`config.mk`:
```
export PLATFORM = sky130hd
export DESIGN_NAME = nfp_ctrl
export DESIGN_NICKNAME = d
export VERILOG_FILES = /design/src/design/nfp_pkg.sv /design/src/design/nfp_ctrl.sv
export SDC_FILE = /design/constraint.sdc
export NUM_CORES = 1
export LEC_CHECK = 0
export BUFFER_PORTS_ARGS = -buffer_cell sky130_fd_sc_hd__buf_2
export CORE_UTILIZATION = 54
export CTS_BUF_LIST = sky130_fd_sc_hd__clkbuf_2
export DETAILED_ROUTE_END_ITERATION = 6
export PLACE_DENSITY = 0.85
export SLEW_MARGIN = 20
export SYNTH_ARGS = -nofsm -noshare
export SYNTH_HDL_FRONTEND = slang
export SYNTH_SLANG_ARGS = --single-unit
```
`constraint.sdc`:
```
create_clock -name clk_i -period 3.4 [get_ports clk_i]
set_input_delay 0.17 -clock clk_i [delete_from_list [all_inputs] [get_ports clk_i]]
set_output_delay 0.17 -clock clk_i [all_outputs]
set_load 0.02 [all_outputs]
```
`src/design/nfp_pkg.sv`:
```
// Shared types, constants, micro-program and arithmetic helpers of the Newton fractal pixel core.
`default_nettype none
package nfp_pkg;

  // Fixed-point format: signed Q15.32 in 48 bits.
  localparam int unsigned FX_W    = 48;
  localparam int unsigned ACC_W   = 96;
  localparam int unsigned DIV_W   = 80;
  localparam int unsigned COORD_W = 19;
  localparam int unsigned PROD_W  = 52;
  localparam int unsigned CNT_W   = 7;
  localparam int unsigned PC_W    = 6;
  localparam int unsigned RF_DEPTH = 13;

  localparam logic [FX_W-1:0] FX_MAX  = 48'h7FFF_FFFF_FFFF;
  localparam logic [FX_W-1:0] FX_MIN  = 48'h8000_0000_0000;
  localparam logic [FX_W-1:0] FX_ONE  = 48'h0001_0000_0000;
  localparam logic [FX_W-1:0] FX_HALF = 48'h0000_8000_0000;
  localparam logic [FX_W-1:0] FX_S3H  = 48'd3719550787;
  localparam logic signed [FX_W+1:0] FX_TOL = 50'sd429;

  // Configuration register map.
  localparam int unsigned CFG_IDX_W  = 2;
  localparam int unsigned CFG_DATA_W = 32;
  localparam logic [CFG_IDX_W-1:0] CFG_OFFSET_X = 2'd0;
  localparam logic [CFG_IDX_W-1:0] CFG_OFFSET_Y = 2'd1;
  localparam logic [CFG_IDX_W-1:0] CFG_ZOOM_REC = 2'd2;
  localparam logic [CFG_IDX_W-1:0] CFG_MAX_ITER = 2'd3;
  localparam logic [31:0] ZOOM_RESET     = 32'd83886;
  localparam logic [7:0]  MAX_ITER_RESET = 8'd50;

  localparam int unsigned IMAGE_WIDTH_DEF  = 800;
  localparam int unsigned IMAGE_HEIGHT_DEF = 600;

  // Datapath operations.
  typedef enum logic [3:0] {
    OP_ADD, OP_SUB, OP_MUL, OP_MUL3, OP_DIV, OP_INITR, OP_INITI,
    OP_CHKOVF, OP_CHKDD, OP_TEST, OP_DIVA
  } op_e;

  // Working registers; RF_ONE reads the constant 1.0.
  typedef enum logic [3:0] {
    RF_ZR, RF_ZI, RF_Z2R, RF_Z2I, RF_T0, RF_T1, RF_NR, RF_NI,
    RF_DR, RF_DI, RF_DD, RF_QR, RF_QI, RF_ONE
  } rf_e;

  typedef struct packed {
    op_e op;
    rf_e dst;
    rf_e srca;
    rf_e srcb;
  } uop_t;

  typedef struct packed {
    logic       start;
    uop_t       uop;
    logic [7:0] step;
  } dp_cmd_t;

  typedef struct packed {
    logic       done;
    logic       abort;
    logic       hit;
    logic [1:0] root;
    logic [7:0] alpha;
  } dp_sts_t;

  typedef struct packed {
    logic [FX_W-1:0] val;
    logic            ovf;
  } fx_res_t;

  // Program addresses the controller branches on.
  localparam logic [PC_W-1:0] PC_INIT_CHK = 6'd2;
  localparam logic [PC_W-1:0] PC_LOOP     = 6'd3;
  localparam logic [PC_W-1:0] PC_TEST     = 6'd31;
  localparam logic [PC_W-1:0] PC_ALPHA    = 6'd32;

  function automatic uop_t mk_uop(input op_e o, input rf_e d, input rf_e a, input rf_e b);
    uop_t u;
    u.op = o; u.dst = d; u.srca = a; u.srcb = b;
    return u;
  endfunction

  // Start point, then one Newton step z -= (z^3-1)/(3z^2), then the root test and the alpha division.
  function automatic uop_t uop_rom(input logic [PC_W-1:0] pc);
    uop_t u;
    case (pc)
      6'd0:  u = mk_uop(OP_INITR,  RF_ZR,  RF_ZR,  RF_ZR);
      6'd1:  u = mk_uop(OP_INITI,  RF_ZI,  RF_ZR,  RF_ZR);
      6'd2:  u = mk_uop(OP_CHKOVF, RF_ZR,  RF_ZR,  RF_ZR);
      6'd3:  u = mk_uop(OP_MUL,    RF_T0,  RF_ZR,  RF_ZR);
      6'd4:  u = mk_uop(OP_MUL,    RF_T1,  RF_ZI,  RF_ZI);
      6'd5:  u = mk_uop(OP_SUB,    RF_Z2R, RF_T0,  RF_T1);
      6'd6:  u = mk_uop(OP_MUL,    RF_T0,  RF_ZR,  RF_ZI);
      6'd7:  u = mk_uop(OP_ADD,    RF_Z2I, RF_T0,  RF_T0);
      6'd8:  u = mk_uop(OP_MUL,    RF_T0,  RF_Z2R, RF_ZR);
      6'd9:  u = mk_uop(OP_MUL,    RF_T1,  RF_Z2I, RF_ZI);
      6'd10: u = mk_uop(OP_SUB,    RF_NR,  RF_T0,  RF_T1);
      6'd11: u = mk_uop(OP_MUL,    RF_T0,  RF_Z2R, RF_ZI);
      6'd12: u = mk_uop(OP_MUL,    RF_T1,  RF_Z2I, RF_ZR);
      6'd13: u = mk_uop(OP_ADD,    RF_NI,  RF_T0,  RF_T1);
      6'd14: u = mk_uop(OP_SUB,    RF_NR,  RF_NR,  RF_ONE);
      6'd15: u = mk_uop(OP_MUL3,   RF_DR,  RF_Z2R, RF_Z2R);
      6'd16: u = mk_uop(OP_MUL3,   RF_DI,  RF_Z2I, RF_Z2I);
      6'd17: u = mk_uop(OP_MUL,    RF_T0,  RF_DR,  RF_DR);
      6'd18: u = mk_uop(OP_MUL,    RF_T1,  RF_DI,  RF_DI);
      6'd19: u = mk_uop(OP_ADD,    RF_DD,  RF_T0,  RF_T1);
      6'd20: u = mk_uop(OP_CHKDD,  RF_DD,  RF_DD,  RF_DD);
      6'd21: u = mk_uop(OP_MUL,    RF_T0,  RF_NR,  RF_DR);
      6'd22: u = mk_uop(OP_MUL,    RF_T1,  RF_NI,  RF_DI);
      6'd23: u = mk_uop(OP_ADD,    RF_T0,  RF_T0,  RF_T1);
      6'd24: u = mk_uop(OP_DIV,    RF_QR,  RF_T0,  RF_DD);
      6'd25: u = mk_uop(OP_MUL,    RF_T0,  RF_NI,  RF_DR);
      6'd26: u = mk_uop(OP_MUL,    RF_T1,  RF_NR,  RF_DI);
      6'd27: u = mk_uop(OP_SUB,    RF_T0,  RF_T0,  RF_T1);
      6'd28: u = mk_uop(OP_DIV,    RF_QI,  RF_T0,  RF_DD);
      6'd29: u = mk_uop(OP_SUB,    RF_ZR,  RF_ZR,  RF_QR);
      6'd30: u = mk_uop(OP_SUB,    RF_ZI,  RF_ZI,  RF_QI);
      6'd31: u = mk_uop(OP_TEST,   RF_ZR,  RF_ZR,  RF_ZI);
      6'd32: u = mk_uop(OP_DIVA,   RF_ZR,  RF_ZR,  RF_ZR);
      default: u = mk_uop(OP_CHKOVF, RF_ZR, RF_ZR, RF_ZR);
    endcase
    return u;
  endfunction

  function automatic logic [FX_W-1:0] fx_mag(input logic [FX_W-1:0] a);
    return a[FX_W-1] ? (48'd0 - a) : a;
  endfunction

  // Applies the sign to a magnitude and flags values outside the format.
  function automatic fx_res_t fx_finish(input logic [63:0] r, input logic neg);
    fx_res_t res;
    logic [63:0] lim;
    lim = 64'h0000_8000_0000_0000;
    if (r > lim || (r == lim && !neg)) begin
      res.ovf = 1'b1;
      res.val = neg ? FX_MIN : FX_MAX;
    end else begin
      res.ovf = 1'b0;
      res.val = neg ? (48'd0 - r[FX_W-1:0]) : r[FX_W-1:0];
    end
    return res;
  endfunction

  // Saturates a 50-bit signed sum to the 48-bit format.
  function automatic fx_res_t fx_sat(input logic [FX_W+1:0] s);
    fx_res_t res;
    res.ovf = !(s[FX_W+1:FX_W-1] == 3'b000 || s[FX_W+1:FX_W-1] == 3'b111);
    if (res.ovf) res.val = s[FX_W+1] ? FX_MIN : FX_MAX;
    else         res.val = s[FX_W-1:0];
    return res;
  endfunction

  function automatic logic [FX_W-1:0] root_re(input logic [1:0] k);
    return (k == 2'd0) ? FX_ONE : (48'd0 - FX_HALF);
  endfunction

  function automatic logic [FX_W-1:0] root_im(input logic [1:0] k);
    logic [FX_W-1:0] v;
    case (k)
      2'd0:    v = '0;
      2'd1:    v = FX_S3H;
      default: v = 48'd0 - FX_S3H;
    endcase
    return v;
  endfunction

  // Palette as {red, green, blue}.
  function automatic logic [23:0] palette(input logic [1:0] k);
    logic [23:0] c;
    case (k)
      2'd0:    c = {8'd154, 8'd93, 8'd93};
      2'd1:    c = {8'd109, 8'd167, 8'd109};
      default: c = {8'd99, 8'd129, 8'd159};
    endcase
    return c;
  endfunction

endpackage
`default_nettype wire

```
`src/design/nfp_ctrl.sv`:
```
// Controller: micro-program sequencer, step loop and result register.
`default_nettype none
module nfp_ctrl (
  input  logic             clk_i,
  input  logic             rst_ni,
  input  logic             in_valid_i,
  output logic             in_ready_o,
  output logic             pix_load_o,
  input  logic [7:0]       max_iterations_i,
  output nfp_pkg::dp_cmd_t cmd_o,
  input  nfp_pkg::dp_sts_t sts_i,
  output logic             out_valid_o,
  input  logic             out_ready_i,
  output logic             converged_o,
  output logic [1:0]       root_index_o,
  output logic [7:0]       step_count_o,
  output logic [7:0]       red_o,
  output logic [7:0]       green_o,
  output logic [7:0]       blue_o,
  output logic [7:0]       alpha_o
);
  import nfp_pkg::*;

  typedef enum logic [1:0] {S_IDLE, S_ISSUE, S_WAIT, S_FINISH} state_e;

  state_e          state_q;
  logic [PC_W-1:0] pc_q;
  logic [7:0]      step_q;
  logic            conv_q;
  logic [1:0]      root_q;
  logic            out_valid_q, converged_q;
  logic [1:0]      root_index_q;
  logic [7:0]      step_count_q, alpha_q;
  logic [23:0]     rgb_q;
  uop_t            uop;
  logic [8:0]      step_nx;
  logic            out_load;

  assign uop        = uop_rom(pc_q);
  assign step_nx    = {1'b0, step_q} + 9'd1;
  assign in_ready_o = (state_q == S_IDLE);
  assign pix_load_o = in_valid_i && in_ready_o;
  assign out_load   = (state_q == S_FINISH) && (!out_valid_q || out_ready_i);

  always_comb begin
    cmd_o.start = (state_q == S_ISSUE);
    cmd_o.uop   = uop;
    cmd_o.step  = step_q;
  end

  // State, program counter, step counter and the output register.
  always_ff @(posedge clk_i or negedge rst_ni) begin
    if (!rst_ni) begin
      state_q      <= S_IDLE;
      pc_q         <= '0;
      step_q       <= '0;
      conv_q       <= 1'b0;
      root_q       <= '0;
      out_valid_q  <= 1'b0;
      converged_q  <= 1'b0;
      root_index_q <= '0;
      step_count_q <= '0;
      rgb_q        <= '0;
      alpha_q      <= '0;
    end else begin
      if (out_load) begin
        out_valid_q <= 1'b1;
      end else if (out_ready_i) begin
        out_valid_q <= 1'b0;
      end
      case (state_q)
        S_IDLE: begin
          if (in_valid_i) begin
            pc_q    <= '0;
            step_q  <= '0;
            conv_q  <= 1'b0;
            root_q  <= '0;
            state_q <= S_ISSUE;
          end
        end
        S_ISSUE: state_q <= S_WAIT;
        S_WAIT: begin
          if (sts_i.done) begin
            if (sts_i.abort && (uop.op == OP_CHKOVF || uop.op == OP_CHKDD ||
                                uop.op == OP_TEST)) begin
              state_q <= S_FINISH;
            end else if (pc_q == PC_INIT_CHK) begin
              if (max_iterations_i == '0) begin
                state_q <= S_FINISH;
              end else begin
                pc_q    <= PC_LOOP;
                state_q <= S_ISSUE;
              end
            end else if (pc_q == PC_TEST) begin
              if (sts_i.hit) begin
                conv_q  <= 1'b1;
                root_q  <= sts_i.root;
                pc_q    <= PC_ALPHA;
                state_q <= S_ISSUE;
              end else if (step_nx >= {1'b0, max_iterations_i}) begin
                state_q <= S_FINISH;
              end else begin
                step_q  <= step_nx[7:0];
                pc_q    <= PC_LOOP;
                state_q <= S_ISSUE;
              end
            end else if (pc_q == PC_ALPHA) begin
              state_q <= S_FINISH;
            end else begin
              pc_q    <= pc_q + PC_W'(1);
              state_q <= S_ISSUE;
            end
          end
        end
        S_FINISH: begin
          // Wait for the output register to free up.
          if (out_load) begin
            converged_q  <= conv_q;
            root_index_q <= conv_q ? root_q : 2'd0;
            step_count_q <= conv_q ? step_q : 8'd0;
            rgb_q        <= conv_q ? palette(root_q) : 24'd0;
            alpha_q      <= conv_q ? sts_i.alpha : 8'd255;
            state_q      <= S_IDLE;
          end
        end
        default: state_q <= S_IDLE;
      endcase
    end
  end

  assign out_valid_o  = out_valid_q;
  assign converged_o  = converged_q;
  assign root_index_o = root_index_q;
  assign step_count_o = step_count_q;
  assign red_o        = rgb_q[23:16];
  assign green_o      = rgb_q[15:8];
  assign blue_o       = rgb_q[7:0];
  assign alpha_o      = alpha_q;

endmodule
`default_nettype wire

```
After elaboration in Yosys (flattened, before gate mapping)
Memory sizes are Yosys's and may differ from the RTL's.
Index checks and enable logic that the tools add are counted.

word-level totals
  input port bits = 25
  output and inout port bits = 71
  memories = 1
  memory bits (read-only) = 1024
  register bits = 63
  word-level logic and storage cells = 104

memory list
  name              words  bits a word  rd ports  clocked after Yosys merged registers in  wr ports  RTL line       source
  (name not given)  64     16           1         0                                        0         nfp_pkg.sv:88  case (pc)

cells by class
  mux-type cells = 50
  add/sub/neg operators = 2
  $lt $le $gt $ge = 1
  reduce and logical (&&, ||, !) cells = 17
  equality and inequality tests = 22

operators with widths
  kind                 number
  $mux 8               9
  $mux 6               9
  $pmux 24 s2          1
  $mux 2               17
  $mux 24              1
  $ne 2x2->1 const B   9
  $pmux 8 s2           1
  $reduce_and 7->1     2
  $pmux 6 s2           1
  $add 8x1->9 const B  1
  $ge 9x8->1           1
  $eq 4x4->1 const B   2
  $logic_not 8->1      1
  $mux 1               8
  $pmux 2 s4           1
  $reduce_and 8->1     1
  $add 6x1->6 const B  1
  $eq 6x2->1 const B   1
  $eq 6x5->1 const B   1
  $eq 6x6->1 const B   1
  $ne 5x5->1 const B   1
  $eq 2x1->1 const B   2
  $eq 2x2->1 const B   2
  $eq 4x3->1 const B   1
  other kinds (11)     17

Depth between registers and ports, before layout
  depth in word-level cells = 9
  mapped depth = 13
  depth with buffers taken out = 12

Worst setup path before layout
No wires, ideal clock.

  path type = reg2reg
  from = reg step_q[2]
  to = reg step_q[0]
  required time = 3.275 ns
  clock period less this slack = 3.069 ns
  buffers on the path = 1
  cell stages (with the launch flop) = 14
  data arrival time = 2.944 ns
  slack = 0.331 ns
  setup time = 0.125 ns
  cells stage by stage = dfrtp_1 and3_1 and3_1 nand3_1 xnor2_1 ha_1 nand3_1 o221ai_1 a211oi_1 and3_1 buf_1 nor2_1 or3_4 mux2_2

between the ends
  word-level cells in the longest chain between the ends = 4

RTL lines
  element                            RTL line         source
  start, declared                    nfp_ctrl.sv:28   logic [7:0] step_q;
  start signal, assigned             nfp_ctrl.sv:103  step_q <= step_nx[7:0];
  $add 8x1->9                        nfp_ctrl.sv:40   assign step_nx = {1'b0, step_q} + 9'd1;
  $ge 9x8->1                         nfp_ctrl.sv:100  end else if (step_nx >= {1'b0, max_iterations_i}) begin
  $ne 2x2->1 (no source line)        n/a
  $reduce_and 8->1 (no source line)  n/a

No other way between the ends.
A chain may end at the register's enable or synchronous reset.

Final worst setup path
Same ends and word-level chain as after synthesis.

==> impl_metrics.py <==
metrics = {
    "cts": {
        "cts_buffer_depth": 2,
        "clkSinkCount": 45,
        "cts_tree": "done",
        "clockRootBuffer": "clkbuf_2",
        "post_cts_buffers": 0,
        "cts_inserted_buffers": 5,
        "clk_pin_slew_worst_paths_ps": 240,
        "clock_latency_ps": 420,
        "cts.htree.levels": 2,
    },
    "synth": {
        "synth_compound_area_share_pct": 22.4,
        "ys_seq_area_share_pct": 34.6,
        "synthArstFlopShare_pct": 100,
        "synth_area_leaders": "dfrtp_1 (35%), ha_1 (6.9%), nand2_1 (6.3%)",
        "synthMuxAreaShare_pct": 3.62,
        "synth_xor_area_share_pct": 1.62,
        "yosys-top-cells-count": "nand2_1 (55), dfrtp_1 (45), o21ai_0 (32)",
        "synth_ff_type": "dfrtp_1",
        "synth_seq_cells": 45,
        "synthSimpleGateAreaFrac_pct": 21.0,
        "synth_top_cell_area_share_pct": 34.6,
        "syn-cell-area_mm2": 0.00325,
        "synth_edf_count": 0,
        "avgSynthCellArea_um2": 8.27,
        "synth-warning-count": 0,
        "synthAdderAreaFrac_pct": 6.93,
        "synth_cells": 393,
        "synth_cell_types": 59,
        "synth_nets": 436,
        "yosys.cell_count.top_type": "nand2_1",
        "synth_top_family_by_area": "compound AO/OA/AOI/OAI gates",
        "yosys.area.top_type": "dfrtp_1",
    },
    "critical_path": {
        "end_kind": "flop",
        "crit_fanout": 8,
        "worst_ep_required_time_ps": 3750,
        "path_class": "flop to flop",
        "startpoint_type": "flop",
        "cp_slowest_cell": "dfrtp_2",
        "path_buf_inv": 0,
        "cpPeakStageDelay_ps": 490,
        "crit_family": "simple AND/OR/NAND/NOR gates",
        "crit_chain": "and3_1 -> and3_1 -> nand3_1 -> xnor2_1 -> ha_1 -> nand3_1 -> o221ai_1 -> a211oi_1 -> and3_1 -> nor2_1 -> or3_4 -> mux2_2",
        "critical-path-top-cell-by-count": "and3_1",
        "crit_arrival_ps": 3530,
    },
    "timing": {
        "tightest_slew_ps": 601,
        "period_needed_ps": 3180,
        "skew_ps": 24.1,
        "fin_hold_ws_ps": 24.0,
        "setup_violations": 0,
        "hold_violations": 0,
        "maxSlewViolCount": 0,
        "maxSlewHeadroom_pct": 59.8,
        "setup_tns_ps": 0,
        "fin_crit_sh_pct": 93.6,
        "fmax_mhz": 314,
        "rsz0062_at_grt": "no",
    },
    "grt": {
        "grt_overflow": 0,
        "grt_pass1_vias": 2787,
        "track_usage_pct": 26.6,
        "antenna_found_initial": 0,
        "grt_pass1_wl_mm": 13.3,
        "grt_max_degree": 46,
    },
    "finish": {
        "drive_above_1_share_pct": 27.7,
        "final_util_pct": 66.8,
        "final_nets": 512,
        "nFillCells": 482,
        "area_growth_pct": 15.9,
        "insertedDiodeCount": 0,
    },
    "die": {
        "die_x_um": 79.6,
        "ios": 96,
        "fp.dieH_um": 79.6,
        "row_count": 27,
        "die_area_mm2": 0.00634,
        "fp.coreArea_mm2": 0.00564,
        "start_util_pct": 57.6,
    },
    "detailed_routing": {
        "initialDrtViolationCount": 221,
        "drtPass1Iterations": 4,
        "drc_errors": 0,
        "via_per_inst": 5.79,
        "vias": 3137,
        "postRouteAntennaNets": 0,
        "drt-wirelength-per-cell_um": 14.6,
        "wl_mm": 7.93,
    },
    "run_status": {
        "outcome": "completed",
    },
    "power_and_ir_drop": {
        "peakVddDrop_uv": 451,
        "p_per_area_mw_per_mm2": 772,
        "total_power_mw": 2.91,
        "cellLeakagePower_nw": 1.97,
    },
    "placement": {
        "hpwl_mm": 5.97,
        "routabilityCongestion": 0.973,
        "port_buffers": 95,
    },
    "job": {
        "cap_viol_max_count": 0,
    },
    "hold_path": {
        "hp-class": "input pin to flop",
    },
}
[worst reg2reg max path, cell delays in order (launching register included)]
cell and delay, ps:
dfrtp_2 490, and3_1 240, and3_1 260, nand3_1 120, xnor2_1 220, ha_1 280, nand3_1 100, o221ai_1 130
a211oi_1 250, and3_1 300, nor2_1 60, or3_4 370, mux2_2 280
[area by class of cell]
type | instances | area [um2] | area share, %
Clock buffer | 5 | 25.0 | 0.664
Clock inverter | 3 | 21.3 | 0.564
Inverter | 18 | 67.6 | 1.79
Multi-Input combinational cell | 286 | 1810 | 47.9
Sequential cell | 45 | 1130 | 29.9
Tap cell | 72 | 90.1 | 2.39
Timing Repair Buffer | 113 | 631 | 16.7
[metal layers]
metal	GRT usage [%]	up-vias	share of wire (%)
met4	9.64	0	1.4
met5	0	-	0
met2	42.3	151	47
met1	36.5	1454	44
li1	-	1523	-
met3	3.77	9	7.4
[kinds of logic (layout without fill, tap and decap cells)]
kind of cell	count (synthesis)	in the layout
XOR/XNOR	6	6
adder cells (fa/ha/maj)	18	18
flip-flops	45	45
AO/OA/AOI/OAI	111	111
buffers and inverters	62	139
multiplexers	11	11
AND/OR/NAND/NOR	140	140
[flip-flops by register name, indices dropped and copies added (netlist names)]
register	flops
pc_q	6
step_q	8
state_q	2
alpha_o	8
root_q	2
conv_q	1
rgb_q	7
root_index_o	2
step_count_o	8
out_valid_o	1
[report_power, final]
part / internal [mW] / switching, mW / total, mW / leakage (nW)
Clock: 0.0521 / 0.182 / 0.234 / 0.0294
Combinational: 0.640 / 1.17 / 1.81 / 1.34
Sequential: 0.678 / 0.187 / 0.865 / 0.593
[what timing repair did]
action / in CTS / in global routing
endpoints found under the hold margin: 47 / 4
endpoints found under the setup margin: 0 / 4
hold buffers: 3 / 4
resized for setup: 0 / 2
[cell usage in the layout (no fill, tap or decap), types with 13 or more instances in the layout]
cell type,n
buf_2,94
nand2_1,55
dfrtp_1,43
o21ai_0,32
nor2_1,25
a21oi_1,22
inv_1,18
ha_1,18
nand3_1,13
nand2b_1,13
[path summary, 6_finish.rpt]
path                                       from               to  cells after the start  slack [ps]
worst min register to register  root_index_o[1]  root_index_o[1]                      1         500
max in group asynchronous                rst_ni       alpha_o[5]                      2        2780
worst max-delay path                  step_q[2]        step_q[0]                     12         220
min in group asynchronous                rst_ni        step_q[0]                      2         230
worst max register to register        step_q[2]        step_q[0]                     12         220
worst min-delay path                   sts_i[1]       alpha_o[1]                      3          20
[stage by stage]
stage / instances / setup slack (ps) / instance area (um2)
global route: 542 / 8.46 / 3770
global placement: 527 / 364 / 3650
finish: 542 / 219 / 3770
CTS: 538 / 224 / 3720
detailed placement: 527 / 265 / 3650
floorplan: 393 / 331 / 3250
Power figures use the tool's default switching activity.
